### config.mk
export PLATFORM = sky130hd
export DESIGN_NAME = call_site_table_search_top_flat
export DESIGN_NICKNAME = d
export VERILOG_FILES = /design/src/hw/rtl/cst_pkg.sv /design/src/hw/rtl/cst_req_if.sv /design/src/hw/rtl/cst_rsp_if.sv /design/src/hw/rtl/cst_csr_if.sv /design/src/hw/rtl/cst_front.sv /design/src/hw/rtl/cst_queue.sv /design/src/hw/rtl/cst_back.sv /design/src/hw/rtl/call_site_table_search_top.sv /design/src/flat_wrapper.sv
export SDC_FILE = /design/constraint.sdc
export NUM_CORES = 2
export LEC_CHECK = 0
export BUFFER_PORTS_ARGS = -buffer_cell sky130_fd_sc_hd__buf_4
export CELL_PAD_IN_SITES_DETAIL_PLACEMENT = 0
export CELL_PAD_IN_SITES_GLOBAL_PLACEMENT = 1
export CORE_ASPECT_RATIO = 0.7
export CORE_MARGIN = 2
export CORE_UTILIZATION = 52
export DETAILED_ROUTE_END_ITERATION = 16
export PLACE_DENSITY_LB_ADDON = 0.25
export SETUP_SLACK_MARGIN = 0.4
export SLEW_MARGIN = 20
export SYNTH_ARGS = -nofsm -noshare
export SYNTH_HDL_FRONTEND = slang
export SYNTH_SLANG_ARGS = --single-unit
### constraint.sdc
create_clock -name clock -period 9.6 [get_ports clock]
set_input_delay 1.44 -clock clock [delete_from_list [all_inputs] [get_ports clock]]
set_output_delay 1.44 -clock clock [all_outputs]
set_load 0.02 [all_outputs]
### src/hw/rtl/cst_pkg.sv
// Shared types, constants and the encoding decoder for the call-site table search.
// No dependencies; used by the front end, queue, back end, top level and bench.
package cst_pkg;

   typedef logic [63:0] word_type;

   // result status codes
   typedef enum logic [1:0] {
      ST_FOUND       = 2'd0,
      ST_NONE        = 2'd1,
      ST_UNSUPPORTED = 2'd2
   } status_type;

   // configuration register indexes
   localparam logic [1:0] CSR_SITE_ENCODING = 2'd0;
   localparam logic [1:0] CSR_SEARCH_PC     = 2'd1;
   localparam logic [1:0] CSR_PAD_BASE      = 2'd2;

   localparam logic [7:0] ENC_OMIT      = 8'hFF;
   localparam logic [7:0] ENC_RESET     = 8'hFF;

   // low nibble of the pointer encoding
   localparam logic [3:0] FMT_ABSPTR  = 4'h0;
   localparam logic [3:0] FMT_ULEB128 = 4'h1;
   localparam logic [3:0] FMT_UDATA2  = 4'h2;
   localparam logic [3:0] FMT_UDATA4  = 4'h3;
   localparam logic [3:0] FMT_UDATA8  = 4'h4;
   localparam logic [3:0] FMT_SLEB128 = 4'h9;
   localparam logic [3:0] FMT_SDATA2  = 4'hA;
   localparam logic [3:0] FMT_SDATA4  = 4'hB;
   localparam logic [3:0] FMT_SDATA8  = 4'hC;

   localparam int unsigned LEB_CONT_BIT  = 7;
   localparam int unsigned LEB_SIGN_BIT  = 6;
   localparam logic [6:0]  LEB_STEP      = 7'd7;
   localparam logic [6:0]  LEB_SHIFT_MAX = 7'd64;

   localparam logic [1:0]  FIELD_ACTION  = 2'd3;

   typedef enum logic [2:0] {
      KIND_BAD,
      KIND_FIXU,
      KIND_FIXS,
      KIND_ULEB,
      KIND_SLEB
   } kind_type;

   typedef struct packed {
      kind_type   kind;
      logic [3:0] size;
   } fmt_type;

   // one record, error or end-of-table marker handed from front to back
   typedef struct packed {
      logic     rec;
      logic     err;
      logic     last;
      word_type start;
      word_type length;
      word_type pad;
   } entry_type;

   function automatic fmt_type fmt_decode(input logic [3:0] nib, input logic [3:0] abs_bytes);
      fmt_type f;
      f.size = 4'd0;
      f.kind = KIND_BAD;
      case (nib)
         FMT_ABSPTR:  begin f.kind = KIND_FIXU; f.size = abs_bytes; end
         FMT_ULEB128: begin f.kind = KIND_ULEB; end
         FMT_UDATA2:  begin f.kind = KIND_FIXU; f.size = 4'd2; end
         FMT_UDATA4:  begin f.kind = KIND_FIXU; f.size = 4'd4; end
         FMT_UDATA8:  begin f.kind = KIND_FIXU; f.size = 4'd8; end
         FMT_SLEB128: begin f.kind = KIND_SLEB; end
         FMT_SDATA2:  begin f.kind = KIND_FIXS; f.size = 4'd2; end
         FMT_SDATA4:  begin f.kind = KIND_FIXS; f.size = 4'd4; end
         FMT_SDATA8:  begin f.kind = KIND_FIXS; f.size = 4'd8; end
         default:     begin f.kind = KIND_BAD;  f.size = 4'd0; end
      endcase
      return f;
   endfunction

endpackage

### src/hw/rtl/cst_req_if.sv
// Byte channel into the call-site table search.
// No dependencies.
interface cst_req_if;
   logic       valid;
   logic       ready;
   logic [7:0] data_byte;
   logic       last_byte;

   modport source (output valid, output data_byte, output last_byte, input ready);
   modport sink   (input valid, input data_byte, input last_byte, output ready);
endinterface

### src/hw/rtl/cst_rsp_if.sv
// Result channel out of the call-site table search.
// No dependencies.
interface cst_rsp_if;
   logic        valid;
   logic        ready;
   logic [1:0]  status;
   logic [63:0] pad_address;

   modport source (output valid, output status, output pad_address, input ready);
   modport sink   (input valid, input status, input pad_address, output ready);
endinterface

### src/hw/rtl/cst_csr_if.sv
// Register write channel of the call-site table search.
// No dependencies.
interface cst_csr_if;
   logic        valid;
   logic        ready;
   logic [1:0]  index;
   logic [63:0] data;

   modport source (output valid, output index, output data, input ready);
   modport sink   (input valid, input index, input data, output ready);
endinterface

### src/hw/rtl/cst_front.sv
// Front end: takes table bytes, decodes the three encoded values and the action
// index, and pushes record, error and end-of-table entries. Uses cst_pkg, cst_req_if.
module cst_front #(
   parameter int ADDR_WIDTH = 64
) (
   input  logic                clock,
   input  logic                reset,
   cst_req_if.sink             req_if,
   input  logic [7:0]          encoding,
   input  logic                q_full,
   output logic                push,
   output cst_pkg::entry_type  push_entry
);

   localparam int ABYTES_RAW = ADDR_WIDTH / 8;
   localparam logic [3:0] ABYTES =
      4'((ABYTES_RAW > 8) ? 8 : ((ABYTES_RAW < 1) ? 1 : ABYTES_RAW));

   logic [1:0]        field_ff, field_in;
   logic [3:0]        byte_ff, byte_in;
   cst_pkg::word_type acc_ff, acc_in;
   logic [6:0]        shift_ff, shift_in;
   cst_pkg::word_type start_ff, start_in;
   cst_pkg::word_type len_ff, len_in;
   cst_pkg::word_type pad_ff, pad_in;

   logic              accept;
   logic              omit_now;
   cst_pkg::fmt_type  fmt;
   logic [1:0]        field_cur;
   cst_pkg::word_type start_cur, len_cur, pad_cur;
   cst_pkg::word_type fix_acc, fix_val;
   logic [3:0]        byte_nx;
   logic [6:0]        size_bits;
   logic [6:0]        sign_pos;
   cst_pkg::word_type leb_acc, leb_val;
   logic [6:0]        shift_sum, shift_nx;
   logic              store;
   cst_pkg::word_type store_val;
   logic              ev_rec, ev_err;
   logic [7:0]        b;

   assign b      = req_if.data_byte;
   assign accept = req_if.valid && req_if.ready;
   assign req_if.ready = !q_full;

   assign fmt      = cst_pkg::fmt_decode(encoding[3:0], ABYTES);
   // omitted encoding turns the three values into zeros that take no bytes
   assign omit_now = (encoding == cst_pkg::ENC_OMIT) && (field_ff != cst_pkg::FIELD_ACTION);
   assign field_cur = omit_now ? cst_pkg::FIELD_ACTION : field_ff;
   assign start_cur = omit_now ? '0 : start_ff;
   assign len_cur   = omit_now ? '0 : len_ff;
   assign pad_cur   = omit_now ? '0 : pad_ff;

   // fixed-size little-endian value
   assign fix_acc   = (byte_ff < 4'd8) ? (acc_ff | ({56'b0, b} << {byte_ff[2:0], 3'b000}))
                                       : acc_ff;
   assign byte_nx   = byte_ff + 4'd1;
   assign size_bits = {fmt.size, 3'b000};
   assign sign_pos  = size_bits - 7'd1;

   always_comb begin
      fix_val = fix_acc;
      if ((fmt.kind == cst_pkg::KIND_FIXS) && (fmt.size < 4'd8) && fix_acc[sign_pos[5:0]]) begin
         fix_val = fix_acc | (~64'b0 << size_bits[5:0]);
      end
   end

   // LEB128: bits past 64 drop, shift saturates
   assign leb_acc   = (shift_ff < cst_pkg::LEB_SHIFT_MAX)
                      ? (acc_ff | ({57'b0, b[6:0]} << shift_ff[5:0])) : acc_ff;
   assign shift_sum = shift_ff + cst_pkg::LEB_STEP;
   assign shift_nx  = (shift_sum > cst_pkg::LEB_SHIFT_MAX) ? cst_pkg::LEB_SHIFT_MAX : shift_sum;

   always_comb begin
      leb_val = leb_acc;
      if ((fmt.kind == cst_pkg::KIND_SLEB) && b[cst_pkg::LEB_SIGN_BIT]
          && (shift_nx < cst_pkg::LEB_SHIFT_MAX)) begin
         leb_val = leb_acc | (~64'b0 << shift_nx[5:0]);
      end
   end

   always_comb begin
      field_in  = field_cur;
      byte_in   = omit_now ? 4'd0 : byte_ff;
      acc_in    = omit_now ? '0 : acc_ff;
      shift_in  = omit_now ? 7'd0 : shift_ff;
      start_in  = start_cur;
      len_in    = len_cur;
      pad_in    = pad_cur;
      ev_rec    = 1'b0;
      ev_err    = 1'b0;
      store     = 1'b0;
      store_val = fix_val;

      if (field_cur != cst_pkg::FIELD_ACTION) begin
         case (fmt.kind)
            cst_pkg::KIND_FIXU, cst_pkg::KIND_FIXS: begin
               if (byte_nx >= fmt.size) begin
                  store     = 1'b1;
                  store_val = fix_val;
               end else begin
                  acc_in  = fix_acc;
                  byte_in = byte_nx;
               end
            end
            cst_pkg::KIND_ULEB, cst_pkg::KIND_SLEB: begin
               if (!b[cst_pkg::LEB_CONT_BIT]) begin
                  store     = 1'b1;
                  store_val = leb_val;
               end else begin
                  acc_in   = leb_acc;
                  shift_in = shift_nx;
               end
            end
            default: ev_err = 1'b1;
         endcase
         if (store) begin
            case (field_cur)
               2'd0:    start_in = store_val;
               2'd1:    len_in   = store_val;
               default: pad_in   = store_val;
            endcase
            field_in = field_cur + 2'd1;
            byte_in  = 4'd0;
            acc_in   = '0;
            shift_in = 7'd0;
         end
      end else if (!b[cst_pkg::LEB_CONT_BIT]) begin
         // action index ends the record
         ev_rec   = 1'b1;
         field_in = 2'd0;
         byte_in  = 4'd0;
         acc_in   = '0;
         shift_in = 7'd0;
      end

      if (req_if.last_byte) begin
         field_in = 2'd0;
         byte_in  = 4'd0;
         acc_in   = '0;
         shift_in = 7'd0;
         start_in = '0;
         len_in   = '0;
         pad_in   = '0;
      end
   end

   assign push              = accept && (ev_rec || ev_err || req_if.last_byte);
   assign push_entry.rec    = ev_rec;
   assign push_entry.err    = ev_err;
   assign push_entry.last   = req_if.last_byte;
   assign push_entry.start  = start_cur;
   assign push_entry.length = len_cur;
   assign push_entry.pad    = pad_cur;

   always_ff @(posedge clock) begin
      if (reset) begin
         field_ff <= 2'd0;
         byte_ff  <= 4'd0;
         acc_ff   <= '0;
         shift_ff <= 7'd0;
         start_ff <= '0;
         len_ff   <= '0;
         pad_ff   <= '0;
      end else if (accept) begin
         field_ff <= field_in;
         byte_ff  <= byte_in;
         acc_ff   <= acc_in;
         shift_ff <= shift_in;
         start_ff <= start_in;
         len_ff   <= len_in;
         pad_ff   <= pad_in;
      end
   end

endmodule

### src/hw/rtl/cst_queue.sv
// Short register FIFO between the front and back ends.
// Uses cst_pkg for the entry type.
module cst_queue #(
   parameter int DEPTH = 4
) (
   input  logic               clock,
   input  logic               reset,
   input  logic               push,
   input  cst_pkg::entry_type push_entry,
   input  logic               pop,
   output cst_pkg::entry_type head,
   output logic               empty,
   output logic               full
);

   localparam int PTR_W = (DEPTH > 1) ? $clog2(DEPTH) : 1;
   localparam int CNT_W = $clog2(DEPTH + 1);
   localparam logic [PTR_W-1:0] LAST_PTR = PTR_W'(DEPTH - 1);
   localparam logic [CNT_W-1:0] FULL_CNT = CNT_W'(DEPTH);

   cst_pkg::entry_type entries_ff [DEPTH];
   logic [PTR_W-1:0]   wr_ptr_ff, wr_ptr_in;
   logic [PTR_W-1:0]   rd_ptr_ff, rd_ptr_in;
   logic [CNT_W-1:0]   count_ff, count_in;

   assign empty = (count_ff == '0);
   assign full  = (count_ff == FULL_CNT);
   assign head  = entries_ff[rd_ptr_ff];

   always_comb begin
      wr_ptr_in = wr_ptr_ff;
      rd_ptr_in = rd_ptr_ff;
      count_in  = count_ff;
      if (push) begin
         wr_ptr_in = (wr_ptr_ff == LAST_PTR) ? '0 : wr_ptr_ff + PTR_W'(1);
      end
      if (pop) begin
         rd_ptr_in = (rd_ptr_ff == LAST_PTR) ? '0 : rd_ptr_ff + PTR_W'(1);
      end
      if (push && !pop) begin
         count_in = count_ff + CNT_W'(1);
      end else if (pop && !push) begin
         count_in = count_ff - CNT_W'(1);
      end
   end

   always_ff @(posedge clock) begin
      if (reset) begin
         wr_ptr_ff <= '0;
         rd_ptr_ff <= '0;
         count_ff  <= '0;
      end else begin
         wr_ptr_ff <= wr_ptr_in;
         rd_ptr_ff <= rd_ptr_in;
         count_ff  <= count_in;
      end
   end

   always_ff @(posedge clock) begin
      if (push) begin
         entries_ff[wr_ptr_ff] <= push_entry;
      end
   end

   a_count_bound: assert property (@(posedge clock) disable iff (reset)
      count_ff <= FULL_CNT)
      else $error("queue count above depth");

   a_pop_nonempty: assert property (@(posedge clock) disable iff (reset)
      pop |-> (count_ff != '0))
      else $error("pop from empty queue");

endmodule

### src/hw/rtl/cst_back.sv
// Back end: range test of each record against the instruction offset, search
// state per table, and the result register. Uses cst_pkg, cst_rsp_if.
module cst_back (
   input  logic               clock,
   input  logic               reset,
   input  cst_pkg::word_type  search_pc,
   input  cst_pkg::word_type  pad_base,
   input  logic               q_empty,
   input  cst_pkg::entry_type q_head,
   output logic               pop,
   cst_rsp_if.source          rsp_if
);

   typedef struct packed {
      logic              rec;
      logic              err;
      logic              last;
      logic              lo_ok;
      logic              pad_zero;
      cst_pkg::word_type range_end;
      cst_pkg::word_type pad_sum;
   } stage_type;

   logic                s1_valid_ff;
   stage_type           s1_ff, s1_in;
   logic                done_ff, done_in;
   logic                out_valid_ff;
   cst_pkg::status_type out_status_ff;
   cst_pkg::word_type   out_addr_ff;

   logic                adv;
   logic                hit;
   logic                emit;
   logic                done_mid;
   cst_pkg::status_type emit_status;
   cst_pkg::word_type   emit_addr;

   assign adv = !out_valid_ff || rsp_if.ready;
   assign pop = adv && !q_empty;

   // first stage: end of range, lower bound and pad address
   assign s1_in.rec       = q_head.rec;
   assign s1_in.err       = q_head.err;
   assign s1_in.last      = q_head.last;
   assign s1_in.lo_ok     = (q_head.start <= search_pc);
   assign s1_in.pad_zero  = (q_head.pad == '0);
   assign s1_in.range_end = q_head.start + q_head.length;
   assign s1_in.pad_sum   = pad_base + q_head.pad;

   assign hit = s1_ff.rec && s1_ff.lo_ok && (search_pc < s1_ff.range_end);

   always_comb begin
      emit        = 1'b0;
      emit_status = cst_pkg::ST_NONE;
      emit_addr   = '0;
      if (s1_valid_ff && !done_ff) begin
         if (s1_ff.err) begin
            emit        = 1'b1;
            emit_status = cst_pkg::ST_UNSUPPORTED;
         end else if (hit) begin
            emit = 1'b1;
            if (s1_ff.pad_zero) begin
               emit_status = cst_pkg::ST_NONE;
            end else begin
               emit_status = cst_pkg::ST_FOUND;
               emit_addr   = s1_ff.pad_sum;
            end
         end
      end
      done_mid = done_ff || emit;
      // end of table with nothing reported yet
      if (s1_valid_ff && s1_ff.last && !done_mid) begin
         emit        = 1'b1;
         emit_status = cst_pkg::ST_NONE;
         emit_addr   = '0;
      end
      done_in = (s1_valid_ff && s1_ff.last) ? 1'b0 : done_mid;
   end

   always_ff @(posedge clock) begin
      if (reset) begin
         s1_valid_ff  <= 1'b0;
         done_ff      <= 1'b0;
         out_valid_ff <= 1'b0;
      end else if (adv) begin
         s1_valid_ff  <= pop;
         done_ff      <= done_in;
         out_valid_ff <= emit;
      end
   end

   always_ff @(posedge clock) begin
      if (pop) begin
         s1_ff <= s1_in;
      end
      if (adv && emit) begin
         out_status_ff <= emit_status;
         out_addr_ff   <= emit_addr;
      end
   end

   assign rsp_if.valid       = out_valid_ff;
   assign rsp_if.status      = out_status_ff;
   assign rsp_if.pad_address = out_addr_ff;

   a_addr_zero: assert property (@(posedge clock) disable iff (reset)
      (out_valid_ff && (out_status_ff != cst_pkg::ST_FOUND)) |-> (out_addr_ff == '0))
      else $error("nonzero pad address without a handler");

   a_last_clears: assert property (@(posedge clock) disable iff (reset)
      (adv && s1_valid_ff && s1_ff.last) |=> !done_ff)
      else $error("search state survived end of table");

   a_err_reports: assert property (@(posedge clock) disable iff (reset)
      (adv && s1_valid_ff && !done_ff && s1_ff.err) |=>
         (out_valid_ff && (out_status_ff == cst_pkg::ST_UNSUPPORTED)))
      else $error("unsupported encoding not reported");

endmodule

### src/hw/rtl/call_site_table_search_top.sv
// Top level of the call-site table search: register file, front end, queue, back end.
// Uses cst_pkg, cst_req_if, cst_rsp_if, cst_csr_if, cst_front, cst_queue, cst_back.
//
//   channel   dir   handshake        payload
//   req_if    in    valid / ready    data_byte[7:0], last_byte
//   rsp_if    out   valid / ready    status[1:0], pad_address[63:0]
//   csr_if    in    valid / ready    index[1:0], data[63:0]
//
// One table byte per cycle unless the queue is full; the front end decodes each byte
// in the cycle it is taken. A result passes the queue, s1_ff and output register.
// Synchronous reset with no clearing pass; csr_if is always ready.
// A stalled rsp_if fills the QUEUE_DEPTH-entry queue, then req_if.ready drops.
module call_site_table_search_top #(
   parameter int ADDR_WIDTH  = 64,
   parameter int QUEUE_DEPTH = 4
) (
   input  logic       clock,
   input  logic       reset,
   cst_req_if.sink    req_if,
   cst_rsp_if.source  rsp_if,
   cst_csr_if.sink    csr_if
);

   logic [7:0]         encoding_ff;
   cst_pkg::word_type  search_pc_ff;
   cst_pkg::word_type  pad_base_ff;

   logic               push;
   cst_pkg::entry_type push_entry;
   logic               pop;
   cst_pkg::entry_type q_head;
   logic               q_empty;
   logic               q_full;

   assign csr_if.ready = 1'b1;

   always_ff @(posedge clock) begin
      if (reset) begin
         encoding_ff  <= cst_pkg::ENC_RESET;
         search_pc_ff <= '0;
         pad_base_ff  <= '0;
      end else if (csr_if.valid && csr_if.ready) begin
         case (csr_if.index)
            cst_pkg::CSR_SITE_ENCODING: encoding_ff  <= csr_if.data[7:0];
            cst_pkg::CSR_SEARCH_PC:     search_pc_ff <= csr_if.data;
            cst_pkg::CSR_PAD_BASE:      pad_base_ff  <= csr_if.data;
            default: ;
         endcase
      end
   end

   cst_front #(
      .ADDR_WIDTH (ADDR_WIDTH)
   ) u_front (
      .clock      (clock),
      .reset      (reset),
      .req_if     (req_if),
      .encoding   (encoding_ff),
      .q_full     (q_full),
      .push       (push),
      .push_entry (push_entry)
   );

   cst_queue #(
      .DEPTH (QUEUE_DEPTH)
   ) u_queue (
      .clock      (clock),
      .reset      (reset),
      .push       (push),
      .push_entry (push_entry),
      .pop        (pop),
      .head       (q_head),
      .empty      (q_empty),
      .full       (q_full)
   );

   cst_back u_back (
      .clock     (clock),
      .reset     (reset),
      .search_pc (search_pc_ff),
      .pad_base  (pad_base_ff),
      .q_empty   (q_empty),
      .q_head    (q_head),
      .pop       (pop),
      .rsp_if    (rsp_if)
   );

endmodule

### src/flat_wrapper.sv
// flat-port wrapper written by rule: the top's interface ports become plain ports
module call_site_table_search_top_flat 
#(
   parameter int ADDR_WIDTH  = 64,
   parameter int QUEUE_DEPTH = 4
)
  (clock, reset, req_if_valid, req_if_data_byte, req_if_last_byte, req_if_ready, rsp_if_valid, rsp_if_status, rsp_if_pad_address, rsp_if_ready, csr_if_valid, csr_if_index, csr_if_data, csr_if_ready);
  cst_req_if req_if_i ();
  cst_rsp_if rsp_if_i ();
  cst_csr_if csr_if_i ();
  input  logic clock;
  input  logic reset;
  input wire logic [$bits(req_if_i.valid)-1:0] req_if_valid;
  input wire logic [$bits(req_if_i.data_byte)-1:0] req_if_data_byte;
  input wire logic [$bits(req_if_i.last_byte)-1:0] req_if_last_byte;
  output wire logic [$bits(req_if_i.ready)-1:0] req_if_ready;
  output wire logic [$bits(rsp_if_i.valid)-1:0] rsp_if_valid;
  output wire logic [$bits(rsp_if_i.status)-1:0] rsp_if_status;
  output wire logic [$bits(rsp_if_i.pad_address)-1:0] rsp_if_pad_address;
  input wire logic [$bits(rsp_if_i.ready)-1:0] rsp_if_ready;
  input wire logic [$bits(csr_if_i.valid)-1:0] csr_if_valid;
  input wire logic [$bits(csr_if_i.index)-1:0] csr_if_index;
  input wire logic [$bits(csr_if_i.data)-1:0] csr_if_data;
  output wire logic [$bits(csr_if_i.ready)-1:0] csr_if_ready;
  assign req_if_i.valid = req_if_valid;
  assign req_if_i.data_byte = req_if_data_byte;
  assign req_if_i.last_byte = req_if_last_byte;
  assign req_if_ready = req_if_i.ready;
  assign rsp_if_valid = rsp_if_i.valid;
  assign rsp_if_status = rsp_if_i.status;
  assign rsp_if_pad_address = rsp_if_i.pad_address;
  assign rsp_if_i.ready = rsp_if_ready;
  assign csr_if_i.valid = csr_if_valid;
  assign csr_if_i.index = csr_if_index;
  assign csr_if_i.data = csr_if_data;
  assign csr_if_ready = csr_if_i.ready;
  call_site_table_search_top #(.ADDR_WIDTH(ADDR_WIDTH), .QUEUE_DEPTH(QUEUE_DEPTH)) u_core (.clock(clock), .reset(reset), .req_if(req_if_i), .rsp_if(rsp_if_i), .csr_if(csr_if_i));
endmodule
==> impl_metrics.prom <==
# TYPE chip_impl_metric gauge
chip_impl_info{name="run_status",value="complete, no violations"} 1
chip_impl_metric{name="dpl.hpwl",unit="um"} 147000
chip_impl_metric{name="design_area",unit="um^2"} 73100
chip_impl_metric{name="placed_cell_area",unit="um^2"} 68400
chip_impl_metric{name="grt_pass1_vias",unit=""} 43900
chip_impl_info{name="crit_path_end_kind",value="flop"} 1
chip_impl_metric{name="die_span_y",unit="um"} 301
chip_impl_metric{name="postCtsSetupRepairBufs",unit=""} 0
chip_impl_metric{name="grt-ovfl-total",unit=""} 0
chip_impl_info{name="cts_tree",value="built"} 1
chip_impl_info{name="hold_path.class",value="reg -> reg"} 1
chip_impl_metric{name="syn_avg_cell_area",unit="um^2"} 11.8
chip_impl_info{name="synth_top_cells_by_area",value="edfxtp_1 (45%), dfxtp_1 (13%), mux4_2 (6.8%)"} 1
chip_impl_metric{name="cts_hold_repair.buffers",unit=""} 0
chip_impl_metric{name="clk_transition_reported_paths",unit="ns"} 0.06
chip_impl_metric{name="final_critical_path_setup_slack",unit="ns"} 3.61
chip_impl_metric{name="final.period_utilization",unit=""} 0.624
chip_impl_info{name="crit_top_cell",value="o21ai_1"} 1
chip_impl_metric{name="p_per_area",unit="nW/um^2"} 289
chip_impl_metric{name="max_slew.worst_pin.slew",unit="ns"} 1.26
chip_impl_metric{name="worstRegToRegCells",unit=""} 13
chip_impl_metric{name="area_growth_syn_to_layout",unit="%"} 11.2
chip_impl_metric{name="critPathRequiredTime",unit="ns"} 10.12
chip_impl_metric{name="timing.max_slew.rel_slack",unit=""} 0.159
chip_impl_metric{name="post_synth_mux_area_share",unit=""} 0.0715
chip_impl_metric{name="wl_per_cell",unit="um"} 28.3
chip_impl_metric{name="grt_max_degree",unit=""} 113
chip_impl_metric{name="power.static_leakage",unit="nW"} 25.8
chip_impl_metric{name="worst-r2r-setup-slack",unit="ns"} 3.61
chip_impl_metric{name="drt_first_pass_iters",unit=""} 7
chip_impl_metric{name="synth-seq-cells",unit=""} 1396
chip_impl_metric{name="irDropWorstVdd",unit="V"} 0.000206
chip_impl_metric{name="drc",unit=""} 0
chip_impl_info{name="synth_area_leader_cell",value="edfxtp_1"} 1
chip_impl_metric{name="slowest_delay",unit="ns"} 0.80
chip_impl_metric{name="cts_inserted_buffers",unit=""} 138
chip_impl_metric{name="ant_nets",unit=""} 0
chip_impl_metric{name="ctsResizeCount",unit=""} 0
chip_impl_metric{name="ctsHtreeMaxLevel",unit=""} 4
chip_impl_metric{name="synth_fa_ha_area_frac",unit=""} 0.0523
chip_impl_metric{name="clock_sink_count",unit=""} 1396
chip_impl_info{name="r2r-end",value="u_core.u_back.s1_ff[121]"} 1
chip_impl_metric{name="yosys.area.top_type_share",unit=""} 0.448
chip_impl_metric{name="synth_simple_gate_area_share",unit=""} 0.113
chip_impl_metric{name="io_buffer_count",unit=""} 147
chip_impl_metric{name="cts_buffer_depth",unit=""} 3
chip_impl_metric{name="clk_latency",unit="ns"} 0.81
chip_impl_metric{name="fin_skew",unit="ns"} 0.0453
chip_impl_metric{name="core.rowCount",unit=""} 109
chip_impl_metric{name="yosys_warnings",unit=""} 0
chip_impl_metric{name="fillCellCount",unit=""} 10300
chip_impl_metric{name="synth.cell_area",unit="um^2"} 65700
chip_impl_metric{name="synth.lib_cells_used.distinct",unit=""} 94
chip_impl_metric{name="multi_input_area",unit="um^2"} 26000
chip_impl_metric{name="worst_hold_path.num_cells",unit=""} 2
chip_impl_metric{name="worst-path-stages",unit=""} 13
chip_impl_info{name="final_cell_mix",value="edfxtp_1 (979), nand2_1 (602), a21oi_1 (515), dfxtp_1 (415), nor2_1 (309)"} 1
chip_impl_metric{name="number_of_buffer_and_inverter_instances_along_the_worst_setup_path",unit=""} 1
chip_impl_info{name="most_frequent_standard_cell_in_the_layout_excluding_fill_and_tap_cells",value="edfxtp_1"} 1
chip_impl_metric{name="synth_edf_count",unit=""} 979
chip_impl_metric{name="async_flop_share",unit=""} 0
chip_impl_info{name="list_of_cells_traversed_by_the_critical_path",value="buf_4 > mux4_2 > ha_1 > o21ai_0 > o21bai_1 > o21ai_1 > o211ai_1 > a41oi_1 > o311a_1 > o21ai_1 > a21oi_1 > o31ai_1 > xor2_1"} 1
chip_impl_info{name="timing.critical_path.max_delay_family",value="compound AO/OA/AOI/OAI gates"} 1
chip_impl_metric{name="placement.setup.worst_slack",unit="ns"} 3.63
chip_impl_metric{name="grt_antenna_before_repair",unit=""} 20
chip_impl_metric{name="design.portCount",unit=""} 149
chip_impl_info{name="worst-setup-path-type",value="reg -> reg"} 1
chip_impl_metric{name="totalWireLength",unit="um"} 209000
chip_impl_info{name="nature_of_the_critical_path_startpoint",value="flop"} 1
chip_impl_metric{name="yosys.area_share.xor_xnor",unit=""} 0.0177
chip_impl_metric{name="holdWs",unit="ns"} 0.443
chip_impl_metric{name="synth.net_count",unit=""} 5904
chip_impl_metric{name="finalHoldViolCount",unit=""} 0
chip_impl_metric{name="synth_sequential_area_ratio",unit=""} 0.575
chip_impl_metric{name="max_freq",unit="GHz"} 0.167
chip_impl_metric{name="finish.net_count",unit=""} 5948
chip_impl_metric{name="globalRouteTotalUtil",unit=""} 0.321
chip_impl_info{name="timing.critical_path.slowest_stage_cell",value="dfxtp_4"} 1
chip_impl_metric{name="arr_time_crit_path",unit="ns"} 6.51
chip_impl_metric{name="slew_violations",unit=""} 0
chip_impl_info{name="synth-main-ff-cell",value="edfxtp_1"} 1
chip_impl_metric{name="placeableCoreArea",unit="um^2"} 126000
chip_impl_metric{name="synth-compound-area-share",unit=""} 0.139
chip_impl_metric{name="route.detailed.vias_per_inst",unit=""} 6.42
chip_impl_metric{name="drive_above_1_share",unit=""} 0.125
chip_impl_metric{name="worst-path-max-fanout",unit=""} 32
chip_impl_metric{name="setup_tns_after_final_layout",unit="ns"} 0
chip_impl_metric{name="die_width",unit="um"} 429
chip_impl_metric{name="timing.final.crit_period",unit="ns"} 5.99
chip_impl_metric{name="routabilityCongestion",unit=""} 0.966
chip_impl_metric{name="fp.dieArea",unit="um^2"} 129000
chip_impl_info{name="largest_family_of_logic_cells_by_synthesized_area",value="compound AO/OA/AOI/OAI gates"} 1
chip_impl_metric{name="initial_utilization",unit=""} 0.522
chip_impl_metric{name="max_cap_violation_count",unit=""} 0
chip_impl_metric{name="routed-via-count",unit=""} 47300
chip_impl_info{name="timing.critical_path.to",value="u_core.u_back.s1_ff[121]"} 1
chip_impl_metric{name="synthCells",unit=""} 5551
chip_impl_metric{name="grt_first_pass_wirelength",unit="um"} 305000
chip_impl_metric{name="finalSetupViolations",unit=""} 0
chip_impl_metric{name="regArea",unit="um^2"} 37800
chip_impl_info{name="clock-root-buffer",value="clkbuf_16"} 1
chip_impl_info{name="rsz0062_at_grt",value="no"} 1
chip_impl_metric{name="drtIter0Drc",unit=""} 7064
[synth_stat cells, types with 16 or more instances]
library cell,instances
o21bai_1,26
buf_1,23
nor2b_1,48
or3_1,21
nand4_1,69
a221oi_1,16
nand2_1,603
nor2_1,312
o221ai_1,24
mux4_2,198
buf_2,34
nor4_1,28
clkbuf_1,267
dfxtp_1,417
a32oi_1,40
nand2b_1,31
o21ai_0,262
a21oi_1,518
xnor2_1,84
a22oi_1,86
nand3_1,52
o21a_1,30
a21o_1,129
a32o_1,17
nor3_1,71
and2_1,273
o211ai_1,20
edfxtp_1,979
a31oi_1,20
xor2_1,47
inv_1,197
o22ai_1,32
ha_1,270
a211oi_1,37
mux2i_1,16
a22o_1,54
[worst min-delay path by stage]
stage	to	slack (ns)	startpoint
2_1_floorplan	u_core.u_front.len_ff[47]	0.41	u_core.u_front.len_ff[47]
3_3_place_gp	u_core.u_front.len_ff[29]	0.42	u_core.u_front.len_ff[29]
3_5_place_dp	u_core.u_front.len_ff[4]	0.43	u_core.u_front.len_ff[4]
4_1_cts	u_core.u_front.len_ff[4]	0.45	u_core.u_front.len_ff[4]
5_1_grt	u_core.u_front.start_ff[48]	0.47	u_core.u_front.start_ff[48]
6_report	u_core.u_front.len_ff[4]	0.44	u_core.u_front.len_ff[4]
[logic make-up after synthesis]
group,count (synthesis)
and+or+nand+nor,1567
AOI/OAI and AO/OA,1436
DFF,1396
buffers and inverters,525
adders and majority gates,273
muxes,221
xor gates and xnor gates,132
other,1
[metrics by stage]
step                      power, mW  cells  utilization
final                          21.1   7379        0.581
after CTS                      21.1   7378        0.581
after global placement         15.5   7120        0.544
after detailed placement       15.5   7120        0.544
after floorplan                13.2   5551            -
after global routing           22.1   7379        0.581
[per-layer routing]
| layer | vias up | wire length [um] | global-route usage |
|---|---|---|---|
| met4 | 4 | 5230 | 0.0867 |
| met2 | 2622 | 85200 | 0.441 |
| met1 | 23600 | 94900 | 0.506 |
| li1 | 20800 | - | - |
| met5 | - | 37 | 0 |
| met3 | 310 | 23800 | 0.0733 |
[cell type report]
type,count,share of cell area
clock inverters,64,0.0104
well taps,1665,0.0285
repair buffers,232,0.0251
diodes,1,0.0000342
inverters,197,0.0102
clock buffers,194,0.0527
multi-input cells,3630,0.356
flip-flops and latches,1396,0.517
[tightest hold or removal path: cells and delay by family (launching register included)]
kind	cells	cell delay, ns
AND/OR/NAND/NOR	1	0.04
flip-flops	1	0.31
AO/OA/AOI/OAI	1	0.05
[state kept, by name (all words and copies together) (netlist names), 64 cells and up, named ones only]
name                              cells
u_core.pad_base_ff                   64
u_core.u_front.len_ff                64
u_core.search_pc_ff                  64
u_core.u_front.start_ff              64
u_core.u_queue.entries_ff           780
u_core.u_front.pad_ff                64
u_core.u_front.acc_ff                64
u_core.u_back.s1_ff                 133
u_core.u_back.rsp_if.pad_address     64
[where the power goes]
group / leakage (nW) / total (mW) / internal, mW / switching, mW
clock network: 2.23 / 5.58 / 3.16 / 2.42
logic: 11.2 / 7.70 / 2.90 / 4.80
registers: 12.4 / 7.85 / 7.54 / 0.303
total: 25.8 / 21.1 / 13.6 / 7.52
Note: power is estimated with default switching activity, not from simulation.
